File: src/rtl/core/sacs_pkg.sv
// types and constants shared by the sprite cel selector
`default_nettype none
package sacs_pkg;

  localparam logic [23:0] TOTAL_MAX = 24'hFFFFFF;

  typedef enum logic [1:0] {
    CMD_WRITE   = 2'd0,
    CMD_PREPARE = 2'd1,
    CMD_QUERY   = 2'd2,
    CMD_NOP     = 2'd3
  } cmd_e;

  typedef enum logic [2:0] {
    REG_ANIM_MODE   = 3'd0,
    REG_FRAME_DELAY = 3'd1,
    REG_CEL_COUNT   = 3'd2,
    REG_BEGIN_DELAY = 3'd3,
    REG_END_DELAY   = 3'd4
  } reg_idx_e;

  localparam logic [1:0] MODE_LOOP     = 2'd0;
  localparam logic [1:0] MODE_ONCE     = 2'd1;
  localparam logic [1:0] MODE_PINGPONG = 2'd2;
  // unassigned mode, runs as loop
  localparam logic [1:0] MODE_RSVD     = 2'd3;

  typedef struct packed {
    cmd_e        cmd;
    logic [7:0]  entry_index;
    logic [15:0] delay_value;
    logic [31:0] query_time;
  } item_t;

  typedef struct packed {
    logic [1:0]  anim_mode;
    logic [15:0] frame_delay;
    logic [7:0]  cel_count;
    logic [15:0] begin_delay;
    logic [15:0] end_delay;
  } cfg_t;

  // back end control seen by the front end
  typedef struct packed {
    logic pop;
    logic clearing;
  } bk_ctl_t;

endpackage
`default_nettype wire

File: src/rtl/core/sacs_front.sv
// command intake: decodes a word and queues it for the back end
`default_nettype none
module sacs_front import sacs_pkg::*; (
  input  wire logic        clk_i,
  input  wire logic        rst_ni,
  input  wire logic        start_i,
  input  wire logic [1:0]  cmd_i,
  input  wire logic [7:0]  entry_index_i,
  input  wire logic [15:0] delay_value_i,
  input  wire logic [31:0] query_time_i,
  input  wire bk_ctl_t     bk_ctl_i,
  output logic             busy_o,
  output logic             q_valid_o,
  output item_t            q_item_o
);

  item_t      fifo_q [2];
  logic       wr_ptr_q, rd_ptr_q;
  logic [1:0] count_q;
  logic       push, pop;
  item_t      item;

  assign busy_o = (count_q == 2'd2) || bk_ctl_i.clearing;
  assign push   = start_i && !busy_o;
  assign pop    = bk_ctl_i.pop && (count_q != 2'd0);

  always_comb begin
    item.cmd         = cmd_e'(cmd_i);
    item.entry_index = entry_index_i;
    item.delay_value = delay_value_i;
    item.query_time  = query_time_i;
  end

  always_ff @(posedge clk_i or negedge rst_ni) begin
    if (!rst_ni) begin
      wr_ptr_q  <= 1'b0;
      rd_ptr_q  <= 1'b0;
      count_q   <= 2'd0;
      fifo_q[0] <= '0;
      fifo_q[1] <= '0;
    end else begin
      if (push) begin
        fifo_q[wr_ptr_q] <= item;
        wr_ptr_q         <= !wr_ptr_q;
      end
      if (pop) rd_ptr_q <= !rd_ptr_q;
      count_q <= count_q + 2'(push) - 2'(pop);
    end
  end

  assign q_valid_o = (count_q != 2'd0);
  assign q_item_o  = fifo_q[rd_ptr_q];

endmodule
`default_nettype wire

File: config.mk
export PLATFORM = sky130hd
export DESIGN_NAME = sacs_front
export DESIGN_NICKNAME = d
export VERILOG_FILES = /design/src/rtl/core/sacs_pkg.sv /design/src/rtl/core/sacs_front.sv
export SDC_FILE = /design/constraint.sdc
export NUM_CORES = 1
export LEC_CHECK = 0
export BUFFER_PORTS_ARGS = -buffer_cell sky130_fd_sc_hd__buf_2
export CORE_MARGIN = 2
export CORE_UTILIZATION = 50
export DETAILED_ROUTE_END_ITERATION = 10
export PLACE_DENSITY = 0.75
export SYNTH_ARGS = -nofsm -noshare
export SYNTH_HDL_FRONTEND = slang
export SYNTH_SLANG_ARGS = --single-unit
File: constraint.sdc
create_clock -name clk_i -period 3.26 [get_ports clk_i]
set_clock_uncertainty 0.2 [all_clocks]
set_input_delay 0.815 -clock clk_i [delete_from_list [all_inputs] [get_ports clk_i]]
set_output_delay 0.815 -clock clk_i [all_outputs]
set_load 0.1 [all_outputs]
-- Yosys cells after proc, flatten, opt, wreduce, memory -nomap -nowiden
Cells that the tools add are included.
- bits in registers: 120
- input bits: 63
- output and inout port bits: 60
- logic and storage cells: 33
- add/subtract/negate cells: 2
- $lt $le $gt $ge: 3
- eq/ne operators: 1
- multiplexer cells: 6
- bitwise gates (word level): 2
- reductions and logical operators: 8
- operator list (cell ; count):
    two-way mux 58 bit ; 4
    bitwise mux 116 bit ; 1
    demux 58 bit (select 1 bit) ; 1
    greater-or-equal comparator 2 bit (second input constant) ; 2
    NOT 1 -> 2 bit ; 2
    logical AND 1 bit ; 3
    logical NOT 1 bit ; 3
    adder 2 x 1 -> 2 bit ; 1
    == test 2 bit (second input constant) ; 1
    < comparator 2 x 1 -> 1 bit (second input constant) ; 1
    nonzero test 2 bit ; 1
    subtractor 2 x 1 -> 2 bit ; 1
    logical OR 1 bit ; 1

-- Longest topological paths before layout
- depth in word-level cells: 6
- mapped depth: 7
- depth with buffers taken out: 7

-- Worst setup path before layout
Ideal clock, no wire load.
- path kind: input-to-output
- from: input bk_ctl_i[0] (netlist name)
- to: output busy_o
- data arrival time: 1482 ps
- data required time: 2245 ps
- slack: 763 ps
- stages: 1
- path buffers: 0
- path through: or2b_1
- cells in the longest elaborated chain, start to end: 1
- ends and longest elaborated chain (element ; line ; text):
    start, declared ; sacs_front.sv:11 ; input wire bk_ctl_t bk_ctl_i,
    logical OR 1 bit ; sacs_front.sv:23 ; assign busy_o = (count_q == 2'd2) || bk_ctl_i.clearing;
    end, declared ; sacs_front.sv:12 ; output logic busy_o,
No other way between the ends.

==> results.tsv <==
stage	metric	value	unit
status	outcome	finished clean	
detailed_routing	drcViolationCount	0	
floorplan	die-height	107	um
floorplan	fp.dieW	107	um
worst_setup_path	path_class	reg -> out	
layout	diodes	0	
yosys	synth_fa_ha_area_share	0.473	%
cts	htree_levels	4	
cts	clkSinkCount	120	
timing	layout_setup_ws	270	ps
worst_setup_path	slowest_stage	buf_4	
timing	min_period	2990	ps
detailed_routing	drtAntennaViolNets	0	
layout	layout-drive-gt1-share	72.1	%
timing	finalHoldViolations	0	
layout	final_net_count	522	
timing	setup_viol	0	
place	pre_cts_ws	778	ps
timing	rsz0062_at_grt	no	
detailed_routing	wl_per_cell	16.9	um
cts	clock_latency	490	ps
cts	cts.repair.resized	0	
yosys	synth_top_area_share	56.7	%
yosys	syn_nets	394	
detailed_routing	routed_wl	10200	um
global_routing	antenna_found_initial	0	
cts	postCtsHoldBufs	0	
worst_setup_path	cp_data_arrival_time	1970	ps
yosys	ys_seq_area_share	56.7	%
yosys	synth_area_leaders	dfrtp_1, mux2_2, mux2_4	
place	dp.final_hpwl	6780	um
global_routing	grt_usage	19.3	%
yosys	synthSimpleGateAreaFrac	0.993	%
yosys	synth_warnings	0	
run	drv_cap	0	
worst_setup_path	worstSetupEndpointType	output pin	
yosys	synth_area_leader_cell	dfrtp_1	
timing	finalSetupTns	0	ps
yosys	synth_area_per_cell	16.1	um^2
yosys	synth_top_family_by_area	multiplexers	
yosys	synthXorXnorAreaFrac	0.662	%
yosys	synth_cells	329	
layout	area_growth	25.0	%
worst_setup_path	worstPathCellList	buf_4 > mux2_2 > buf_2	
detailed_routing	drt_iter0_drc	78	
place	portBuffers	122	
cts	cts_tree	done	
place	dp.cells	574	
yosys	synth.most_common_cell	mux2_2	
cts	numCtsBuffers	17	
place	place.gp.congestion	0.725	
detailed_routing	viasPerCell	5.17	
worst_setup_path	crit_required	2240	ps
floorplan	num_rows	37	
global_routing	grt_max_degree	59	
yosys	synth_edf_count	0	
timing	period_share	91.7	%
worst_setup_path	crit_path_max_incr_delay	400	ps
layout	instances_no_fill	606	
hold_path	hp-class	in -> async	
cts	cts_setup_buffers	0	
layout	nFillCells	757	
yosys	synth_commonest_cells	mux2_2, dfrtp_1, mux2_4, buf_2, xnor2_1	
yosys	synth.area.mux_share	38.4	%
worst_setup_path	critPathMaxFanout	36	
timing	fmaxAchievable	334	MHz
yosys	ys_async_sr_fraction	100	%
timing	drv_slew	0	
yosys	syn_area	5290	um^2
cts	cts_buffer_depth	2	
timing	slew_headroom	60.6	%
yosys	synth_compound_area_share	0	%
detailed_routing	detail_route.first_pass.iterations	4	
worst_setup_path	start_kind	flip-flop	
cts	clockRootBuffer	clkbuf_8	
yosys	ys.flop_type	dfrtp_1	
detailed_routing	vias	3135	
yosys	ys_types	21	
floorplan	initial_core_util	51.3	%
timing	tightestPinTransition	591	ps
global_routing	first_global_vias	3452	
worst_setup_path	cp_top_family	buffers and inverters	
yosys	ys_seq_elements	120	
floorplan	coreArea	10300	um^2
worst_setup_path	critPathBufInv	2	
global_routing	grt_overflow	0	
floorplan	ios	123	
cts	path_clk_slew	60	ps
global_routing	grt_pass1_wl	16900	um
floorplan	dieArea	11400	um^2
[layer usage]
| metal | GRT usage, % | vias up | share of wire, % |
|---|---|---|---|
| met5 | 0 | - | 0 |
| met4 | 5.29 | 0 | 0.60 |
| met3 | 7.60 | 8 | 6.7 |
| met2 | 30.8 | 87 | 49 |
| met1 | 24.7 | 1603 | 44 |
| li1 | - | 1437 | - |
[worst paths after layout]
path                                endpoint  slack [ps]  cells after the start        from
worst max-delay path            q_item_o[27]         270                      3    rd_ptr_q
worst min-delay path              fifo_q[33]         110                      1      rst_ni
worst max register to register    count_q[1]        1250                      7  count_q[1]
worst min register to register    fifo_q[41]         300                      1  fifo_q[41]
max in group asynchronous         fifo_q[19]        2030                      2      rst_ni
min in group clk_i                fifo_q[41]         300                      1  fifo_q[41]
[metrics by stage]
step	util [%]	cell area [um^2]	hold WS, ps
3_5_place_dp	58.3	6020	287
4_1_cts	64.1	6620	122
6_report	64.1	6620	111
5_1_grt	64.1	6620	135
2_1_floorplan	-	5290	260
3_3_place_gp	58.3	6020	281
[placed cells by master, fill, tap and decap left out, types with 3 or more instances in the layout]
cell type     n
bufinv_16     3
xnor2_1       3
clkbuf_8      3
mux2_4       20
dfrtp_1     119
clkbuf_16    16
clkinvlp_4    3
buf_4         6
mux2_2      154
buf_2       121
clkinv_2      4
[flip-flops by register name (all words and copies together), names as in the netlist]
| signal | flops |
|---|---|
| count_q | 2 |
| wr_ptr_q | 1 |
| rd_ptr_q | 1 |
| fifo_q | 116 |
[layout make-up]
| cell class | count | area [um^2] | area share (%) |
|---|---|---|---|
| sequential | 120 | 3000 | 45.4 |
| multi-input combinational | 188 | 2150 | 32.5 |
| timing repair buffer | 129 | 691 | 10.4 |
| clock buffer | 20 | 445 | 6.73 |
| tap | 136 | 170 | 2.57 |
| clock inverter | 12 | 150 | 2.27 |
| inverter | 1 | 3.75 | 0.0567 |
[worst register-to-register path, cell delays in order (launching register included)]
cell and delay, ps:
dfrtp_1 400, or2_2 320, and2_1 210, ha_1 280
inv_1 40, ha_1 170, xnor2_1 170, xnor2_1 140
[kinds of logic after synthesis]
logic type / Yosys count
DFF: 120
adders and majority gates: 2
xor gates and xnor gates: 4
and+or+nand+nor: 8
buffers and inverters: 21
muxes: 174
Power is left out: the tool's default activity adds up to more than one toggle a clock period on the data nets, which glitch-free logic cannot reach.
